**src/rgbw_pkg.sv**
```systemverilog
// ----------------------------------------------------------------------------
// rgbw_pkg
// Shared types and constants for the RGBW LED duty-code frame encoder.
// ----------------------------------------------------------------------------
package rgbw_pkg;

    // Store depth default and fixed field widths
    localparam int PIXEL_COUNT_DEF = 6;
    localparam int CODES_PER_PIXEL = 32;
    localparam int CNT_W           = $clog2(CODES_PER_PIXEL);
    localparam int SLOT_W          = 4;
    localparam int IDX_FIELD_W     = 3;
    localparam int BYTE_W          = 8;
    localparam int WORD_W          = 4 * BYTE_W;
    localparam int CFG_IDX_W       = 2;

    // Register reset values
    localparam logic [BYTE_W-1:0] DUTY_ONE_RST  = 8'd38;
    localparam logic [BYTE_W-1:0] DUTY_ZERO_RST = 8'd19;

    // Command codes
    typedef enum logic [1:0] {
        CMD_SET_ONE = 2'd0,
        CMD_SET_ALL = 2'd1,
        CMD_RENDER  = 2'd2,
        CMD_REFILL  = 2'd3
    } t_cmd;

    // Register indexes on the configuration port
    typedef enum logic [CFG_IDX_W-1:0] {
        CFG_DUTY_ONE  = 2'd0,
        CFG_DUTY_ZERO = 2'd1
    } t_cfg_idx;

    // One input beat
    typedef struct packed {
        t_cmd                   command;
        logic [IDX_FIELD_W-1:0] pixel_index;
        logic [BYTE_W-1:0]      red;
        logic [BYTE_W-1:0]      green;
        logic [BYTE_W-1:0]      blue;
        logic [BYTE_W-1:0]      white;
    } t_in;

    // One output beat
    typedef struct packed {
        logic [BYTE_W-1:0] duty_code;
        logic              last_of_run;
        logic              frame_done;
    } t_out;

endpackage

```
**src/rgbw_led_duty_frame_encoder.sv**
```systemverilog
// ----------------------------------------------------------------------------
// rgbw_led_duty_frame_encoder
// Pixel store and duty-code serializer for a string of RGBW addressable LEDs.
// ----------------------------------------------------------------------------
//
//  channel   direction  signals                                   handshake
//  --------  ---------  ----------------------------------------  -----------
//  input     in         i_in_valid, i_in_data, o_in_stall          valid/stall
//  output    out        o_out_valid, o_out_data, i_out_stall       valid/stall
//  config    in         i_cfg_valid, i_cfg_index, i_cfg_data,      valid/ready
//                       o_cfg_ready
//
//  Pixel commands and refills that emit nothing leave the serializer idle. A
//  render or a refill that emits codes holds the input while the serializer
//  sends one code per cycle unless the output stalls; the next beat is taken
//  in the cycle of the 32nd code. A stall on the output freezes the
//  serializer, which then stalls the input. Synchronous active-low reset
//  clears the store, the frame state and the duty registers to 38 and 19.

module rgbw_led_duty_frame_encoder #(
    parameter int PIXEL_COUNT = rgbw_pkg::PIXEL_COUNT_DEF
) (
    input  logic                           i_clk,
    input  logic                           i_rst_n,
    // input channel
    input  logic                           i_in_valid,
    input  rgbw_pkg::t_in                  i_in_data,
    output logic                           o_in_stall,
    // output channel
    output logic                           o_out_valid,
    output rgbw_pkg::t_out                 o_out_data,
    input  logic                           i_out_stall,
    // configuration channel
    input  logic                           i_cfg_valid,
    input  logic [rgbw_pkg::CFG_IDX_W-1:0] i_cfg_index,
    input  logic [rgbw_pkg::BYTE_W-1:0]    i_cfg_data,
    output logic                           o_cfg_ready
);

    localparam int IDX_W = (PIXEL_COUNT > 1) ? $clog2(PIXEL_COUNT) : 1;
    localparam int CNT_W = rgbw_pkg::CNT_W;
    localparam int SLOT_W = rgbw_pkg::SLOT_W;
    localparam logic [CNT_W-1:0]  CNT_LAST = CNT_W'(rgbw_pkg::CODES_PER_PIXEL - 1);
    localparam logic [SLOT_W-1:0] SLOT_N   = SLOT_W'(PIXEL_COUNT);
    localparam logic [SLOT_W:0]   SLOT_END = (SLOT_W + 1)'(PIXEL_COUNT + 2);

    // State
    logic [rgbw_pkg::WORD_W-1:0] r_store [PIXEL_COUNT];
    logic [SLOT_W-1:0]           r_slot;
    logic                        r_active;
    logic [rgbw_pkg::BYTE_W-1:0] r_duty_one;
    logic [rgbw_pkg::BYTE_W-1:0] r_duty_zero;

    // Serializer
    logic                        r_busy;
    logic [CNT_W-1:0]            r_cnt;
    logic [rgbw_pkg::WORD_W-1:0] r_bits;
    logic                        r_is_reset;
    logic                        r_done;

    // Output register
    logic                        r_out_valid;
    rgbw_pkg::t_out              r_out_data;

    // Decoded input beat
    logic                        in_fire;
    logic                        adv;
    logic                        last_adv;
    logic [rgbw_pkg::WORD_W-1:0] in_word;
    logic [SLOT_W-1:0]           idx_ext;
    logic                        idx_ok;
    logic [IDX_W-1:0]            rd_idx;
    logic [rgbw_pkg::WORD_W-1:0] rd_word;
    logic [SLOT_W:0]             slot_next;
    logic                        start_emit;
    logic                        start_reset;
    logic                        start_done;
    logic [SLOT_W-1:0]           n_slot;
    logic                        n_active;
    rgbw_pkg::t_out              code;

    // Advance the serializer when the output register is free or draining
    assign adv      = r_busy && (!r_out_valid || !i_out_stall);
    assign last_adv = adv && (r_cnt == CNT_LAST);
    assign o_in_stall = r_busy && !last_adv;
    assign in_fire  = i_in_valid && !o_in_stall;

    assign o_cfg_ready = 1'b1;
    assign o_out_valid = r_out_valid;
    assign o_out_data  = r_out_data;

    // Pack the pixel word as G,R,B,W
    assign in_word = {i_in_data.green, i_in_data.red, i_in_data.blue, i_in_data.white};
    assign idx_ext = SLOT_W'(i_in_data.pixel_index);
    assign idx_ok  = idx_ext < SLOT_N;

    // Read port: pixel 0 on render, else the current slot
    assign rd_idx  = (i_in_data.command == rgbw_pkg::CMD_RENDER) ? '0 : r_slot[IDX_W-1:0];
    assign rd_word = r_store[rd_idx];
    assign slot_next = {1'b0, r_slot} + (SLOT_W + 1)'(1);

    // Decide what the accepted beat does to the frame
    always_comb begin
        start_emit  = 1'b0;
        start_reset = 1'b0;
        start_done  = 1'b0;
        n_slot      = r_slot;
        n_active    = r_active;
        unique case (i_in_data.command)
            rgbw_pkg::CMD_RENDER: begin
                start_emit = 1'b1;
                n_active   = 1'b1;
                n_slot     = SLOT_W'(1);
            end
            rgbw_pkg::CMD_REFILL: begin
                if (r_active) begin
                    if (r_slot < SLOT_N) begin
                        start_emit = 1'b1;
                        n_slot     = slot_next[SLOT_W-1:0];
                    end else if (r_slot == SLOT_N) begin
                        n_slot = slot_next[SLOT_W-1:0];
                    end else begin
                        start_reset = 1'b1;
                        if (slot_next >= SLOT_END) begin
                            start_done = 1'b1;
                            n_slot     = '0;
                            n_active   = 1'b0;
                        end else begin
                            n_slot = slot_next[SLOT_W-1:0];
                        end
                    end
                end
            end
            default: begin
            end
        endcase
    end

    // Build the code for the current serializer position
    always_comb begin
        code.duty_code   = r_is_reset ? '0 : (r_bits[rgbw_pkg::WORD_W-1] ? r_duty_one
                                                                          : r_duty_zero);
        code.last_of_run = (r_cnt == CNT_LAST);
        code.frame_done  = r_done;
    end

    // Pixel store: single or broadcast write
    always_ff @(posedge i_clk) begin
        for (int i = 0; i < PIXEL_COUNT; i++) begin
            if (!i_rst_n) begin
                r_store[i] <= '0;
            end else if (in_fire) begin
                if (i_in_data.command == rgbw_pkg::CMD_SET_ALL ||
                    (i_in_data.command == rgbw_pkg::CMD_SET_ONE && idx_ok &&
                     idx_ext == SLOT_W'(i))) begin
                    r_store[i] <= in_word;
                end
            end
        end
    end

    // Frame state and duty registers
    always_ff @(posedge i_clk) begin
        if (!i_rst_n) begin
            r_slot      <= '0;
            r_active    <= 1'b0;
            r_duty_one  <= rgbw_pkg::DUTY_ONE_RST;
            r_duty_zero <= rgbw_pkg::DUTY_ZERO_RST;
        end else begin
            if (in_fire) begin
                r_slot   <= n_slot;
                r_active <= n_active;
            end
            if (i_cfg_valid && o_cfg_ready) begin
                unique case (i_cfg_index)
                    rgbw_pkg::CFG_DUTY_ONE:  r_duty_one  <= i_cfg_data;
                    rgbw_pkg::CFG_DUTY_ZERO: r_duty_zero <= i_cfg_data;
                    default: begin
                    end
                endcase
            end
        end
    end

    // Serializer control: load on a starting beat, advance one code per cycle unless stalled
    always_ff @(posedge i_clk) begin
        if (!i_rst_n) begin
            r_busy <= 1'b0;
        end else if (in_fire && (start_emit || start_reset)) begin
            r_busy <= 1'b1;
        end else if (last_adv) begin
            r_busy <= 1'b0;
        end
    end

    // Serializer payload
    always_ff @(posedge i_clk) begin
        if (in_fire && (start_emit || start_reset)) begin
            r_cnt      <= '0;
            r_bits     <= start_emit ? rd_word : '0;
            r_is_reset <= start_reset;
            r_done     <= start_done;
        end else if (adv) begin
            r_cnt  <= r_cnt + CNT_W'(1);
            r_bits <= r_bits << 1;
        end
    end

    // Output register: load on advance, drop when taken
    always_ff @(posedge i_clk) begin
        if (!i_rst_n) begin
            r_out_valid <= 1'b0;
        end else if (adv) begin
            r_out_valid <= 1'b1;
        end else if (!i_out_stall) begin
            r_out_valid <= 1'b0;
        end
    end

    always_ff @(posedge i_clk) begin
        if (adv) begin
            r_out_data <= code;
        end
    end

endmodule
```
**config.mk**
```make
export PLATFORM = sky130hd
export DESIGN_NAME = rgbw_led_duty_frame_encoder
export DESIGN_NICKNAME = d
export VERILOG_FILES = /design/src/rgbw_pkg.sv /design/src/rgbw_led_duty_frame_encoder.sv
export SDC_FILE = /design/constraint.sdc
export NUM_CORES = 1
export LEC_CHECK = 0
export BUFFER_PORTS_ARGS = -buffer_cell sky130_fd_sc_hd__buf_2
export CORE_ASPECT_RATIO = 1.75
export CORE_MARGIN = 2
export CORE_UTILIZATION = 35
export CTS_CLUSTER_SIZE = 16
export DETAILED_ROUTE_END_ITERATION = 16
export GPL_ROUTABILITY_DRIVEN = 0
export PLACE_DENSITY_LB_ADDON = 0.3
export SLEW_MARGIN = 20
export SYNTH_ARGS = -nofsm -noshare
export SYNTH_HDL_FRONTEND = slang
export SYNTH_SLANG_ARGS = --single-unit
```
**constraint.sdc**
```tcl
create_clock -name i_clk -period 5.2 [get_ports i_clk]
set_input_delay 0.26 -clock i_clk [delete_from_list [all_inputs] [get_ports i_clk]]
set_output_delay 0.26 -clock i_clk [all_outputs]
set_load 0.02 [all_outputs]
```
==> flow_metrics.py, run 1 <==
metrics = {
    "route": {
        "wl_per_cell_microns": 18.9,
        "met3_length_microns": 842,
        "drc": 0,
        "ant_nets": 0,
        "top_layer_used": "met4",
        "vias": 6947,
        "m1WireLength_microns": 9590,
        "vias_per_cell": 5.07,
        "firstDrtPassIters": 4,
        "routed_wl_microns": 26000,
        "dr.first_iter.drc_count": 396,
        "met2WireLength_microns": 14800,
    },
    "synth": {
        "yosys_warnings": 0,
        "synth_nets": 945,
        "async_flop_share": 0,
        "synth_top_cells_by_count": "edfxtp_1, and2_1, mux2i_1, nand2_1",
        "synth.ff_latch_count": 264,
        "synth.area.top_cells": "edfxtp_1, and2_1, mux2i_1",
        "synthCells": 889,
        "syn_area_sq_mm": 0.0117,
        "yosysMostFrequentCell": "edfxtp_1",
        "synth-edff-count": 236,
        "yosysUniqueCellTypes": 43,
        "yosysTopAreaCell": "edfxtp_1",
        "ys_seq_area_frac": 0.655,
        "synth_area_per_cell_sq_um": 13.1,
        "ys.flop_type": "edfxtp_1",
        "yosysTopAreaCellShare": 0.607,
    },
    "cts": {
        "cts_setup_buffers": 0,
        "cts_tree": "yes",
        "cts_root_buffer": "clkbuf_16",
        "cts_sinks": 264,
        "numCtsBuffers": 24,
        "clk_pin_slew_ns": 0.07,
        "cts-resized-gates": 0,
        "clk_path_buf_depth": 3,
        "clk_latency_ns": 0.52,
        "cts.htree.levels": 1,
        "hold_buffers": 7,
    },
    "pwr": {
        "p_sw_uw": 1000,
        "power.leakage_uw": 0.00493,
        "ir_worst_vdd_uv": 177,
        "seqPwrFrac": 0.547,
        "clkPwrFrac": 0.378,
        "p_comb_frac": 0.075,
        "p_int_uw": 3550,
        "power.density_mw_per_mm2": 342,
        "switching_share": 0.220,
    },
    "floorplan": {
        "core_area_sq_mm": 0.0329,
        "die_w_microns": 142,
        "start_util": 0.355,
        "die_y_microns": 246,
        "rows": 88,
        "die_area_sq_mm": 0.0349,
        "io_pins": 65,
    },
    "grt": {
        "overflow": 0,
        "grt_max_degree": 55,
        "grt_pass1_vias": 7362,
        "antenna_found_initial": 0,
        "grt_pass1_wl_microns": 40900,
        "grt_use_total": 0.152,
    },
    "final_layout": {
        "nFillCells": 3034,
        "antennaDiodeCount": 0,
        "fin_nets": 1003,
        "drive_above_1_share": 0.142,
        "syn2layout_area_growth_pct": 14.1,
        "final_cells": 1370,
    },
    "timing": {
        "max_freq_mhz": 342,
        "timing.final.crit_share": 0.563,
        "finalSetupTns_ns": 0,
        "finClkSkew_ns": 0.00803,
        "rsz0062_at_grt": "false",
        "setup_viol": 0,
        "maxSlewViolCount": 0,
        "layout_min_cycle_time_ns": 2.93,
        "relSlewSlack": 0.308,
        "final-hold-violation-count": 0,
        "tightestPinTransition_ns": 1.03,
    },
    "critical_path": {
        "setup.worst_path.start_class": "register",
        "path_max_fanout": 33,
        "reg2reg_slack_ns": 2.27,
        "crit_arrival_ns": 3.01,
        "worstSetupPathType": "register to register",
        "cp-end-kind": "register",
        "required_ns": 5.28,
    },
    "flow_run": {
        "max-cap-violations": 0,
    },
    "min_path": {
        "hp-class": "input pin to register",
    },
    "placement": {
        "place_inst": 1319,
        "io_buffers": 63,
        "hpwl_microns": 15900,
    },
    "status": {
        "status": "finished, final reports clean",
    },
}
## kinds of logic after synthesis
group / after synthesis / share of synthesized area
fa+ha+maj: 4 / 0.00428
compound gates: 97 / 0.0655
simple gates: 366 / 0.171
buf+inv: 64 / 0.0245
xor+xnor: 3 / 0.00225
other cells: 1 / 0.000321
mux: 90 / 0.0771
flops: 264 / 0.655
## sequential cells by signal, indices dropped and copies added (netlist names)
name	flops
o_out_data	10
o_out_valid	1
r_active	1
r_bits	32
r_busy	1
r_cnt	5
r_done	1
r_duty_one	8
r_duty_zero	8
r_is_reset	1
r_slot	4
r_store	192
## worst paths after layout
kind / end / from / cells after the start
worst max-delay path: r_bits[28] / r_cnt[0] / 8
worst min-delay path: r_duty_zero[3] / i_cfg_data[3] / 3
worst max register to register: r_bits[28] / r_cnt[0] / 8
worst min register to register: r_duty_zero[4] / r_duty_zero[4] / 2
## per-stage QoR
step           hold slack (ns)  total power [uW]  cell area, sq um  setup WS, ns  utilization
5_1_grt                 0.0192              4730             13300          2.06        0.405
4_1_cts                0.00274              4600             13300          2.22        0.405
6_report                0.0207              4560             13300          2.27        0.405
2_1_floorplan            0.385              2750             11700          1.30            -
3_3_place_gp             0.454              2870             12500          2.28        0.380
3_5_place_dp             0.464              2880             12500          2.27        0.380
## power by group through the flow
stage / Combinational [uW] / Sequential, uW / Clock (uW)
floorplan: 214 / 2530 / 0
CTS: 350 / 2490 / 1760
global placement: 338 / 2540 / 0
global route: 377 / 2510 / 1840
detailed placement: 345 / 2540 / 0
finish: 340 / 2490 / 1720
## placed cells by master, fill, tap and decap left out, drive strengths merged, types with 6 or more instances in the layout
master,synthesis,layout
edfxtp,236,236
and2,194,194
mux2i,90,90
buf,26,84
nand2,78,78
nand3,33,33
a22oi,33,33
a32o,31,31
clkbuf,33,31
dfxtp,28,28
nor2,26,26
nor2b,16,16
clkinv,0,11
o21ai,10,10
dlygate4sd3,0,7
a21oi,6,6
## per-layer routing
layer,track usage,vias to the layer above
met2,0.303,123
met1,0.161,3439
li1,-,3337
met4,0.0550,0
met5,0,-
met3,0.0171,48
## worst max-delay path: stages (launching register included)
cell      delay (ns)
dfxtp_1         0.34
ha_1            0.22
and3_1          0.19
ha_1            0.23
a31oi_2         0.18
buf_4           0.28
a21o_1          0.12
buf_4           0.35
nand2b_2        0.56
## final cells by class
type                            count  area, sq um  area share
Sequential cell                   264         7650       0.574
Multi-Input combinational cell    561         3860       0.290
Clock buffer                       31          648      0.0486
Timing Repair Buffer               91          543      0.0407
Tap cell                          405          507      0.0380
Clock inverter                     13          106     0.00798
Inverter                            5         18.8     0.00141
No activity file was read; power rests on OpenSTA's default activity.
==> run 2: changes to the inputs <==
==> constraint.sdc (replaced) <==
create_clock -name i_clk -period 2.7 [get_ports i_clk]
set_input_delay 0.135 -clock i_clk [delete_from_list [all_inputs] [get_ports i_clk]]
set_output_delay 0.135 -clock i_clk [all_outputs]
set_load 0.02 [all_outputs]
==> run 2 against run 1 <==
  * Cell area rose by 4.6%
  * Largest cell class unchanged
  * Die area stayed put
  * Combinational power grew 120%
  * Count of clock-buffer cells in the layout up 2
  * Worst hold slack improved by 0.096 ns
  * Register-to-register slack got worse by 2.0 ns
  * First-iteration DRC count stayed put
  * Via count rose by 4.0%
  * Setup slack lost 2.0 ns
==> flow_metrics.py, run 2 (same netlist as run 1, synthesis figures left out) <==
metrics = {
    "timing": {
        "timing.final.crit_share": 0.897,
        "setup_viol": 0,
        "layout_min_cycle_time_ns": 2.42,
        "max_freq_mhz": 413,
        "finClkSkew_ns": 0.0160,
        "tightestPinTransition_ns": 0.723,
        "relSlewSlack": 0.516,
        "maxSlewViolCount": 0,
        "rsz0062_at_grt": "false",
        "final-hold-violation-count": 0,
        "finalSetupTns_ns": 0,
    },
    "floorplan": {
        "die_y_microns": 246,
        "die_area_sq_mm": 0.0349,
        "io_pins": 65,
        "die_w_microns": 142,
        "start_util": 0.355,
        "core_area_sq_mm": 0.0329,
        "rows": 88,
    },
    "critical_path": {
        "crit_family": "buffers and inverters",
        "reg2reg_slack_ns": 0.28,
        "cpMaxStageDelayCell": "buf_4",
        "max_stage_delay_ns": 0.49,
        "path_max_fanout": 32,
        "rr_startpoint": "r_cnt[0]",
        "critPathBufInv": 3,
        "cp-end-kind": "register",
        "worst-r2r-cell-count": 8,
        "setup.worst_path.start_class": "register",
        "worstSetupPathType": "register to register",
        "crit_arrival_ns": 2.58,
        "cpMostUsedCell": "buf_4",
        "r2r-end": "r_store[0][16]",
        "required_ns": 2.86,
        "worstPathCellList": "ha_1 -> and3_1 -> ha_1 -> a31oi_2 -> buf_4 -> buf_4 -> o21ai_4 -> buf_4",
    },
    "final_layout": {
        "multi_input_area_sq_mm": 0.00385,
        "drive_above_1_share": 0.148,
        "antennaDiodeCount": 0,
        "final_area_sq_mm": 0.0139,
        "regMostFlops": "r_store",
        "final_common_cell": "edfxtp_1",
        "fin_nets": 1054,
        "layout_common_cells": "edfxtp_1, and2_1, mux2i_1",
        "syn2layout_area_growth_pct": 19.4,
        "largest_reg_flops": 192,
        "seqCellArea_sq_mm": 0.00765,
        "nFillCells": 3014,
    },
    "grt": {
        "antenna_found_initial": 0,
        "overflow": 0,
        "grt_use_total": 0.162,
        "grt_pass1_vias": 7581,
        "grt_pass1_wl_microns": 42900,
        "grt_max_degree": 40,
    },
    "cts": {
        "cts_root_buffer": "clkbuf_16",
        "cts.htree.levels": 1,
        "cts_setup_buffers": 0,
        "cts_sinks": 264,
        "clk_pin_slew_ns": 0.07,
        "clk_path_buf_depth": 3,
        "cts_tree": "yes",
        "cts-resized-gates": 0,
        "numCtsBuffers": 24,
        "clk_latency_ns": 0.53,
    },
    "pwr": {
        "p_sw_uw": 2020,
        "seqPwrFrac": 0.531,
        "ir_worst_vdd_uv": 370,
        "power.density_mw_per_mm2": 648,
        "p_int_uw": 7020,
        "clkPwrFrac": 0.386,
        "switching_share": 0.224,
        "power.leakage_uw": 0.00519,
        "p_comb_frac": 0.083,
    },
    "min_path": {
        "hp-class": "input pin to register",
        "hold_depth": 5,
        "worstHoldStart": "i_cfg_index[1]",
        "min_to": "r_duty_one[1]",
    },
    "route": {
        "dr.first_iter.drc_count": 396,
        "firstDrtPassIters": 5,
        "vias_per_cell": 5.08,
        "ant_nets": 0,
        "vias": 7222,
        "routed_wl_microns": 27900,
        "wl_per_cell_microns": 19.7,
        "drc": 0,
    },
    "placement": {
        "io_buffers": 63,
        "placed_area_sq_mm": 0.0127,
        "hpwl_microns": 16900,
    },
    "status": {
        "status": "finished, final reports clean",
    },
    "flow_run": {
        "max-cap-violations": 0,
    },
}
==> run 2: cell count changes in the layout (fill, tap and decap cells not counted), sizes merged <==
cell	change
clkbuf	+2
inv	+1
bufinv	+1
buf	+10
dlygate4sd3	+41
clkinv	-6
clkinvlp	+2
==> run 2: worst max-delay path by stage <==
stage                        start              to  slack [ns]  cells after the start
after CTS                 r_cnt[0]  r_store[0][15]        0.27                      8
after floorplan           r_cnt[0]   r_store[0][0]       -0.35                      6
final                     r_cnt[0]  r_store[0][16]        0.28                      8
after global placement    r_cnt[0]  r_store[3][18]        0.28                      7
after detailed placement  r_cnt[0]  r_store[0][28]        0.29                      8
after global routing      r_cnt[0]  r_store[2][13]        0.14                      7
==> run 2: per-stage QoR <==
step           setup slack [ns]  total power (uW)  cells  hold WS (ns)  utilization
3_5_place_dp              0.289              5610   1329         0.381        0.385
2_1_floorplan            -0.348              5280    889         0.260            -
3_3_place_gp              0.279              5590   1329         0.373        0.385
6_report                  0.279              9040   1421         0.117        0.424
4_1_cts                   0.267              9120   1421         0.109        0.424
5_1_grt                   0.144              9340   1421         0.148        0.424
==> run 2: final cells by class <==
type	count	share of cell area
Timing Repair Buffer	142	0.0809
Inverter	5	0.00135
Clock buffer	33	0.0470
Multi-Input combinational cell	561	0.276
Clock inverter	11	0.00978
Sequential cell	264	0.549
Tap cell	405	0.0363
==> run 2: what timing repair did <==
item                       in CTS  in global routing
setup endpoints to repair       0                  0
hold buffers                   48                  0
hold endpoints to repair      200                  0
==> run 2: routing by layer <==
layer / track usage / share of wire / vias up
met3: 0.0162 / 0.028 / 41
li1: - / - / 3439
met5: 0 / 0 / -
met2: 0.330 / 0.58 / 125
met1: 0.168 / 0.37 / 3617
met4: 0.0515 / 0.023 / 0
==> run 2: power groups by stage <==
stage | combinational [uW] | clock, uW | sequential [uW]
finish | 754 | 3490 | 4800
detailed placement | 716 | 0 | 4890
global placement | 708 | 0 | 4880
global route | 825 | 3690 | 4820
floorplan | 413 | 0 | 4870
CTS | 772 | 3540 | 4800
==> run 2: worst min-delay path: cells and delay by family <==
family        cells  cell delay (ns)
buf+inv           2             0.26
simple gates      2             0.10
mux               1             0.13
